### src/rtl/core/bed_pkg.sv
// Shared types, character codes and helper functions for the escaped binary string decoder.
// No dependencies; imported by every module in rtl/core.
`default_nettype none

package bed_pkg;

	localparam logic [7:0] BSLASH = 8'h5C;
	localparam logic [7:0] CH_X   = 8'h78;
	localparam logic [7:0] CH_0   = 8'h30;
	localparam logic [7:0] CH_7   = 8'h37;

	localparam int MAX_OUT     = 4;
	localparam int QUEUE_DEPTH = 4;

	typedef enum logic [1:0] {
		MODE_START = 2'd0,
		MODE_LEAD  = 2'd1,
		MODE_ESC   = 2'd2,
		MODE_HEX   = 2'd3
	} mode_t;

	typedef enum logic [1:0] {
		HELD_NONE   = 2'd0,
		HELD_BSLASH = 2'd1,
		HELD_ONE    = 2'd2,
		HELD_TWO    = 2'd3
	} held_t;

	// one decoded input: up to four bytes, replayed by the back end
	typedef struct packed {
		logic [MAX_OUT-1:0][7:0] bytes;
		logic [1:0]              cnt_m1;
		logic                    has_bytes;
		logic                    str_end;
	} job_t;

	typedef struct packed {
		logic empty;
		logic full;
	} q_status_t;

	function automatic logic is_oct(input logic [7:0] c);
		return (c >= CH_0) && (c <= CH_7);
	endfunction

	function automatic logic [3:0] hex_val(input logic [7:0] c);
		logic [3:0] v;
		v = 4'd0;
		if (c >= 8'h30 && c <= 8'h39) v = c[3:0];
		else if ((c >= 8'h61 && c <= 8'h66) || (c >= 8'h41 && c <= 8'h46))
			v = c[3:0] + 4'd9;
		return v;
	endfunction

	function automatic logic [7:0] oct_char(input logic [2:0] d);
		return {CH_0[7:3], d};
	endfunction

endpackage

`default_nettype wire

### src/rtl/core/bed_front.sv
// Front end: accepts input beats, runs the escape/hex decode state and builds jobs,
// one per beat that yields bytes or has in_last. Depends on bed_pkg; feeds bed_queue.
`default_nettype none

module bed_front
	import bed_pkg::*;
(
	input  wire logic       clk,
	input  wire logic       arst_n,
	input  wire logic       in_valid,
	output logic            in_stall,
	input  wire logic [7:0] in_byte,
	input  wire logic       in_last,
	input  wire q_status_t  q_stat,
	output logic            push,
	output job_t            push_job
);

	mode_t      mode_q, mode_d;
	held_t      held_q, held_d;
	logic [5:0] dig_q, dig_d;
	logic [3:0] nib_q, nib_d;
	logic       half_q, half_d;

	logic                    accept;
	logic [MAX_OUT-1:0][7:0] b;
	logic [2:0]              n;
	logic                    esc;
	logic                    do_fresh;
	logic [2:0]              d;
	logic                    oct;
	logic [3:0]              hv;

	assign in_stall = q_stat.full;
	assign accept   = in_valid && !q_stat.full;
	assign d        = in_byte[2:0];
	assign oct      = is_oct(in_byte);
	assign hv       = hex_val(in_byte);

	always_comb begin
		mode_d   = mode_q;
		held_d   = held_q;
		dig_d    = dig_q;
		nib_d    = nib_q;
		half_d   = half_q;
		b        = '0;
		n        = 3'd0;
		esc      = 1'b0;
		do_fresh = 1'b0;

		case (mode_q)
			MODE_START: begin
				if (in_byte == BSLASH && !in_last) begin
					mode_d = MODE_LEAD;
					held_d = HELD_BSLASH;
				end else begin
					mode_d = MODE_ESC;
					held_d = HELD_NONE;
					esc    = 1'b1;
				end
			end
			MODE_LEAD: begin
				if (in_byte == CH_X) begin
					mode_d = MODE_HEX;
					held_d = HELD_NONE;
					half_d = 1'b0;
				end else begin
					mode_d = MODE_ESC;
					esc    = 1'b1;
				end
			end
			MODE_ESC: esc = 1'b1;
			default: begin
				if (!half_q) begin
					nib_d  = hv;
					half_d = 1'b1;
				end else begin
					b[n[1:0]] = {nib_q, hv};
					n         = n + 3'd1;
					half_d    = 1'b0;
				end
			end
		endcase

		if (esc) begin
			case (held_d)
				HELD_NONE: do_fresh = 1'b1;
				HELD_BSLASH: begin
					if (oct && !in_last) begin
						held_d = HELD_ONE;
						dig_d  = {3'd0, d};
					end else if (in_byte == BSLASH) begin
						b[n[1:0]] = BSLASH;
						n         = n + 3'd1;
						held_d    = HELD_NONE;
					end else begin
						b[n[1:0]] = BSLASH;
						n         = n + 3'd1;
						do_fresh  = 1'b1;
					end
				end
				HELD_ONE: begin
					if (oct && !in_last) begin
						held_d = HELD_TWO;
						dig_d  = {dig_d[2:0], d};
					end else begin
						b[n[1:0]] = BSLASH;
						n         = n + 3'd1;
						b[n[1:0]] = oct_char(dig_d[2:0]);
						n         = n + 3'd1;
						do_fresh  = 1'b1;
					end
				end
				default: begin
					if (oct) begin
						// d1*64 + d2*8 + d3, wrapped to a byte
						b[n[1:0]] = {dig_d[4:0], d};
						n         = n + 3'd1;
						held_d    = HELD_NONE;
					end else begin
						b[n[1:0]] = BSLASH;
						n         = n + 3'd1;
						b[n[1:0]] = oct_char(dig_d[5:3]);
						n         = n + 3'd1;
						b[n[1:0]] = oct_char(dig_d[2:0]);
						n         = n + 3'd1;
						do_fresh  = 1'b1;
					end
				end
			endcase
			if (do_fresh) begin
				if (in_byte == BSLASH && !in_last) begin
					held_d = HELD_BSLASH;
				end else begin
					held_d    = HELD_NONE;
					b[n[1:0]] = in_byte;
					n         = n + 3'd1;
				end
			end
		end

		if (in_last) begin
			mode_d = MODE_START;
			held_d = HELD_NONE;
			dig_d  = 6'd0;
			nib_d  = 4'd0;
			half_d = 1'b0;
		end
	end

	assign push               = accept && ((n != 3'd0) || in_last);
	assign push_job.bytes     = b;
	assign push_job.cnt_m1    = (n == 3'd0) ? 2'd0 : 2'(n - 3'd1);
	assign push_job.has_bytes = (n != 3'd0);
	assign push_job.str_end   = in_last;

	always_ff @(posedge clk or negedge arst_n) begin
		if (!arst_n) begin
			mode_q <= MODE_START;
			held_q <= HELD_NONE;
			dig_q  <= 6'd0;
			nib_q  <= 4'd0;
			half_q <= 1'b0;
		end else if (accept) begin
			mode_q <= mode_d;
			held_q <= held_d;
			dig_q  <= dig_d;
			nib_q  <= nib_d;
			half_q <= half_d;
		end
	end

`ifndef SYNTH
	a_lead_holds_bslash: assert property (@(posedge clk) disable iff (!arst_n)
		mode_q == MODE_LEAD |-> held_q == HELD_BSLASH)
		else $error("leading backslash state without held backslash");
	a_hex_holds_nothing: assert property (@(posedge clk) disable iff (!arst_n)
		mode_q == MODE_HEX |-> held_q == HELD_NONE)
		else $error("hex form with escape digits held");
	a_last_restarts: assert property (@(posedge clk) disable iff (!arst_n)
		accept && in_last |=> mode_q == MODE_START && !half_q && held_q == HELD_NONE)
		else $error("state not cleared after end of string");
`endif

endmodule

`default_nettype wire

### src/rtl/core/bed_queue.sv
// Short job queue between the decode front end and the output back end.
// Depends on bed_pkg; written by bed_front, read by bed_back.
`default_nettype none

module bed_queue
	import bed_pkg::*;
#(
	parameter int Depth = QUEUE_DEPTH
) (
	input  wire logic clk,
	input  wire logic arst_n,
	input  wire logic push,
	input  wire job_t push_job,
	input  wire logic pop,
	output job_t      head,
	output q_status_t stat
);

	localparam int PtrW = (Depth > 1) ? $clog2(Depth) : 1;
	localparam int CntW = $clog2(Depth + 1);

	job_t            mem [Depth];
	logic [PtrW-1:0] wr_ptr_q;
	logic [PtrW-1:0] rd_ptr_q;
	logic [CntW-1:0] count_q;

	function automatic logic [PtrW-1:0] ptr_inc(input logic [PtrW-1:0] p);
		return (p == PtrW'(Depth - 1)) ? '0 : p + PtrW'(1);
	endfunction

	assign stat.empty = (count_q == '0);
	assign stat.full  = (count_q == CntW'(Depth));
	assign head       = mem[rd_ptr_q];

	always_ff @(posedge clk) begin
		if (push) begin
			mem[wr_ptr_q] <= push_job;
		end
	end

	always_ff @(posedge clk or negedge arst_n) begin
		if (!arst_n) begin
			wr_ptr_q <= '0;
			rd_ptr_q <= '0;
			count_q  <= '0;
		end else begin
			if (push) wr_ptr_q <= ptr_inc(wr_ptr_q);
			if (pop)  rd_ptr_q <= ptr_inc(rd_ptr_q);
			if (push && !pop)      count_q <= count_q + CntW'(1);
			else if (pop && !push) count_q <= count_q - CntW'(1);
		end
	end

`ifndef SYNTH
	a_no_overflow: assert property (@(posedge clk) disable iff (!arst_n)
		push |-> !stat.full)
		else $error("push into full queue");
	a_no_underflow: assert property (@(posedge clk) disable iff (!arst_n)
		pop |-> !stat.empty)
		else $error("pop from empty queue");
	a_count_bound: assert property (@(posedge clk) disable iff (!arst_n)
		count_q <= CntW'(Depth))
		else $error("queue count beyond depth");
`endif

endmodule

`default_nettype wire

### src/rtl/core/bed_back.sv
// Back end: walks the bytes of the head job and presents one result per beat in an output register.
// Depends on bed_pkg; reads bed_queue.
`default_nettype none

module bed_back
	import bed_pkg::*;
(
	input  wire logic       clk,
	input  wire logic       arst_n,
	input  wire job_t       head,
	input  wire q_status_t  q_stat,
	output logic            pop,
	output logic            out_valid,
	input  wire logic       out_stall,
	output logic [7:0]      out_byte,
	output logic            byte_valid,
	output logic            run_last,
	output logic            string_end
);

	logic [1:0] idx_q;
	logic       ovalid_q;
	logic [7:0] byte_q;
	logic       bval_q;
	logic       rlast_q;
	logic       send_q;
	logic       load;
	logic       job_done;

	// the register refills from the head job when it is empty or when its beat is taken
	assign load     = !q_stat.empty && (!ovalid_q || !out_stall);
	assign job_done = (idx_q == head.cnt_m1);
	assign pop      = load && job_done;

	always_ff @(posedge clk or negedge arst_n) begin
		if (!arst_n) begin
			idx_q    <= 2'd0;
			ovalid_q <= 1'b0;
		end else begin
			if (load) begin
				ovalid_q <= 1'b1;
				idx_q    <= job_done ? 2'd0 : idx_q + 2'd1;
			end else if (!out_stall) begin
				ovalid_q <= 1'b0;
			end
		end
	end

	always_ff @(posedge clk) begin
		if (load) begin
			byte_q  <= head.has_bytes ? head.bytes[idx_q] : 8'd0;
			bval_q  <= head.has_bytes;
			rlast_q <= job_done;
			send_q  <= job_done && head.str_end;
		end
	end

	assign out_valid  = ovalid_q;
	assign out_byte   = byte_q;
	assign byte_valid = bval_q;
	assign run_last   = rlast_q;
	assign string_end = send_q;

`ifndef SYNTH
	a_end_is_run_last: assert property (@(posedge clk) disable iff (!arst_n)
		out_valid && string_end |-> run_last)
		else $error("string end on a result that is not the last of its beat");
	a_empty_result: assert property (@(posedge clk) disable iff (!arst_n)
		out_valid && !byte_valid |-> out_byte == 8'd0 && string_end)
		else $error("empty result outside end of string");
	a_idx_in_job: assert property (@(posedge clk) disable iff (!arst_n)
		!q_stat.empty |-> idx_q <= head.cnt_m1)
		else $error("byte index past end of job");
`endif

endmodule

`default_nettype wire

### src/rtl/core/bytea_escape_decoder.sv
// Escaped binary string decoder, top level: one character in, zero to four bytes out.
// Depends on bed_pkg, bed_front, bed_queue, bed_back.
//
// Input channel in_valid/in_stall carries one character (in_byte) and in_last,
// which marks the final character of a string. Output channel out_valid/out_stall
// carries one result beat: out_byte, byte_valid, run_last (last result of its input
// beat) and string_end (final result of the string). A string whose final character
// yields no byte ends with one beat that has byte_valid low.
// Results of an accepted input beat pass through the job queue and then the output register.
// Throughput: one input beat per cycle while out_stall is low and each beat yields at
// most one byte; a beat that yields several bytes holds the single output register until
// all its bytes are out. QueueDepth job entries sit between decode and output, so input
// is taken while results wait; in_stall rises only when the job queue is full.
// While out_stall is high the output beat holds; decoding continues until the queue fills.
// Reset (arst_n low) clears decode state, the queue and the output register; the block
// then expects the start of a new string. After in_last the state also returns to start.
`default_nettype none

module bytea_escape_decoder
	import bed_pkg::*;
#(
	parameter int QueueDepth = QUEUE_DEPTH
) (
	input  wire logic       clk,
	input  wire logic       arst_n,
	input  wire logic       in_valid,
	output logic            in_stall,
	input  wire logic [7:0] in_byte,
	input  wire logic       in_last,
	output logic            out_valid,
	input  wire logic       out_stall,
	output logic [7:0]      out_byte,
	output logic            byte_valid,
	output logic            run_last,
	output logic            string_end
);

	q_status_t q_stat;
	logic      push;
	logic      pop;
	job_t      push_job;
	job_t      head;

	bed_front u_front (
		.clk      (clk),
		.arst_n   (arst_n),
		.in_valid (in_valid),
		.in_stall (in_stall),
		.in_byte  (in_byte),
		.in_last  (in_last),
		.q_stat   (q_stat),
		.push     (push),
		.push_job (push_job)
	);

	bed_queue #(
		.Depth (QueueDepth)
	) u_queue (
		.clk      (clk),
		.arst_n   (arst_n),
		.push     (push),
		.push_job (push_job),
		.pop      (pop),
		.head     (head),
		.stat     (q_stat)
	);

	bed_back u_back (
		.clk        (clk),
		.arst_n     (arst_n),
		.head       (head),
		.q_stat     (q_stat),
		.pop        (pop),
		.out_valid  (out_valid),
		.out_stall  (out_stall),
		.out_byte   (out_byte),
		.byte_valid (byte_valid),
		.run_last   (run_last),
		.string_end (string_end)
	);

endmodule

`default_nettype wire

### config.mk
export PLATFORM = sky130hd
export DESIGN_NAME = bytea_escape_decoder
export DESIGN_NICKNAME = d
export VERILOG_FILES = /design/src/rtl/core/bed_pkg.sv /design/src/rtl/core/bed_front.sv /design/src/rtl/core/bed_queue.sv /design/src/rtl/core/bed_back.sv /design/src/rtl/core/bytea_escape_decoder.sv
export SDC_FILE = /design/constraint.sdc
export NUM_CORES = 1
export LEC_CHECK = 0
export ABC_AREA = 1
export ABC_CLOCK_PERIOD_IN_PS = 5200
export BUFFER_PORTS_ARGS = -buffer_cell sky130_fd_sc_hd__buf_2
export CORE_UTILIZATION = 40
export CTS_CLUSTER_DIAMETER = 200
export CTS_CLUSTER_SIZE = 24
export DETAILED_ROUTE_END_ITERATION = 10
export SYNTH_ARGS = -nofsm -noshare
export SYNTH_HDL_FRONTEND = slang
export SYNTH_SLANG_ARGS = --single-unit
### constraint.sdc
create_clock -name clk -period 5.2 [get_ports clk]
set_input_delay 0.78 -clock clk [delete_from_list [all_inputs] [get_ports clk]]
set_output_delay 0.78 -clock clk [all_outputs]
set_load 0.005 [all_outputs]
==> results.md <==
- Hold Buf Count CTS: 0
- Global route total overflow: 0
- Part of the power in registers: roughly two fifths
- Worst-skew pair later-pin latency: 0.43 ns
- MaxCap Viol Count: 0
- Vias per inst: 5.44
- Reg2Reg Setup Slack: between 1 and 1.5 ns
- Commonest non-fill, non-tap cell in the layout: edfxtp_1
- Final period util: between 80% and 90%
- Switching Share: between 30% and 40%
- Highest ir drop seen on vdd: 0.000252 V
- Reg clk slew, reported paths: around 0.070 ns
- Unrepaired setup endpoints after global routing: false
- Top Family by Delay on Critical Path: simple AND/OR/NAND/NOR gates
- Clk root buf: clkbuf_16
- Crit start category: input port
- Tmin final: between 4 and 5 ns
- Initial antenna violation count: 0
- Yosys warnings: 0
- P_int: roughly 3.3 mW
- Std-Cell Rows: 53
- Seq/Total Area, Yosys: approximately three fifths
- Pin count of the biggest net entering global routing: 70
- Initial Util: 41.0%
- Ys async rst share: between 10% and 20%
- Total GRT Usage: 19.6%
- Starting DRT DRC Count: between 600 and 700
- Comb power frac: a little under a third
- H-tree lvl count: 4
- NetSw: between 1.5 and 2 mW
- Mapped Area: a little under 9000 µm²
- Die height: between 100 and 150 µm
- Critical Path RT: between 5 and 6 ns
- CP max stage delay: roughly 0.43 ns
- PD cells: 503 nW/µm²
- Pre-antenna DRT Iters: 6
- HPWL after DPL: about 13 mm
- Drt drc: 0
- Setup crit end: u_queue.count_q[2]
- Cells resized by post-CTS repair: 0
- CP dominant cell by count: nand2_1
- Number of synthesized register bits: between 150 and 200
- Worst setup EP type: register
- GPL Wtd Cong: 0.964
- Slowest cell on the critical path: fa_1
- Number of I/O pins: 26
- Core footprint: 21,100 µm²
- Total CTS buffers: 17
- Fin Clk Skew: ~0.013 ns
- Vias: between 6,000 and 7,000
- Critical path class: in2reg
- Syn_nets: 860
- Final Hold Vio Count: 0
- Most frequent cells in the layout: edfxtp_1, o21ai_0, nand2_1
- Crit Path Max Fanout: 9
- Final wirelength: between 20 and 25 mm
- Avg Cell Area, Syn: ~10 µm²
- CP Depth: 28
- CTS sink cnt: 180
- Ant diodes: 0
- Worst EP arrival: between 4 and 5 ns
- First-pass GRT wire length: between 30 and 40 mm
- Die Area: roughly 22,000 µm²
- Reg2reg start: u_front.mode_q[1]
- Synth Instances: between 800 and 900
- Run status: completed
- Most used DFF post-synth: edfxtp_1
- Max frequency: between 200 and 250 MHz
- Die width: between 100 and 150 µm
- Worst Tran Pin Value: slightly above 0.9 ns
- Final max-slew violation count: 0
- Nets@finish: a little under 900
- Vias in the first global route: around 6,000
- Sum Neg Setup Slack: 0 ns
- Post-synth EDFFs: approximately 160
- Post-CTS setup buffer count: 0
- RR Endpoint: u_queue.count_q[2]
- Area growth syn-to-layout: 13.4%
- CTS max path bufs: 2
- Endpoints failing setup: 0
- IO Port Bufs: 25
- Fraction of layout cells with a size suffix above 1: about 14%
- Post-Layout Cell Count: between 1,000 and 1,500
- CP startpoint: in_byte[0]
- CTS tree: yes
- Placed Instances: around 1,100
- Routed len/inst: 18.2 µm
- Worst Hold Class: in2async
- Distinct cells, synth: 45
- CP Buf/Inv Count: 5
- Detail Route Antenna Nets: 0
- Leakage: 3.70 nW
- Worst rel slew slack: approximately two fifths
- Clock network power share: 28.5%
- Reg2reg path depth: 26
## worst min path at each step
stage                     startpoint            endpoint  slack (ns)  depth (start not counted)
finish                        arst_n   u_front.mode_q[1]        0.34                          1
detailed placement  u_back.out_valid    u_back.out_valid        0.48                          2
global route                  arst_n  u_queue.count_q[0]        0.39                          1
CTS                           arst_n  u_queue.count_q[2]        0.35                          1
floorplan           u_front.dig_q[2]    u_front.dig_q[2]        0.45                          2
global placement    u_back.out_valid    u_back.out_valid        0.49                          2
## cells by family after synthesis
family | share of synthesized area [%]
mux | 0.130
buf+inv | 4.85
simple gates | 16.2
flops | 61.1
compound gates | 14.3
fa+ha+maj | 2.84
xor+xnor | 0.507
## power groups by stage
stage,sequential [mW],combinational [mW],clock (mW)
floorplan,2.04,1.00,0
global placement,2.06,1.50,0
detailed placement,2.06,1.52,0
CTS,2.03,1.53,1.43
global route,2.06,1.69,1.48
finish,2.03,1.50,1.41
## registers in the layout (all words and copies together), names as in the netlist
register	flops
u_queue.rd_ptr_q	2
u_back.byte_valid	1
u_front.half_q	1
u_front.held_q	2
u_front.mode_q	2
u_back.run_last	1
u_queue.mem	144
u_back.string_end	1
u_back.out_valid	1
u_front.nib_q	4
u_front.dig_q	6
u_queue.count_q	3
u_back.idx_q	2
u_queue.wr_ptr_q	2
u_back.out_byte	8
## through the flow
stage          setup slack, ns  instance area (µm²)  utilization (%)  hold slack (ns)  power [mW]
2_1_floorplan            0.873                 8640                -            0.453        3.04
3_3_place_gp             0.529                 9150             43.4            0.491        3.56
3_5_place_dp             0.407                 9150             43.4            0.481        3.58
4_1_cts                  0.838                 9800             46.5            0.352        4.98
5_1_grt                  0.427                 9800             46.5            0.386        5.22
6_report                 0.817                 9800             46.5            0.342        4.93
## cell usage after synthesis (all sizes together), types with 3 or more instances
library cell  number  area (µm²)
edfxtp           155        4650
o21ai            132         664
nand2            128         574
nor2             116         470
inv               73         277
o22ai             33         206
nand3             32         223
clkbuf            29         109
dfrtp             25         626
a21oi             21         105
ha                18         225
a31oi             12        75.1
nand4              9        86.3
nor3               9        50.1
o221ai             8        70.1
buf                5        26.3
xor2               4        35.0
o211ai             3        22.5
## area by class of cell
cell class / count / area [µm²]
fill: 1979 / 11300
sequential: 180 / 5280
multi-input combinational: 539 / 2960
clock buffer: 17 / 425
tap: 275 / 344
inverter: 75 / 284
timing repair buffer: 39 / 280
clock inverter: 15 / 225
## per-layer routing
layer  part of all wire (%)  vias up  GRT usage [%]
met5                      0        -              0
met3                    5.7       32           3.70
met1                     45     2984           25.7
li1                       -     2985              -
met4                    2.0        0           7.50
met2                     47      204           32.1
Note: power is estimated with default switching activity, not from simulation.
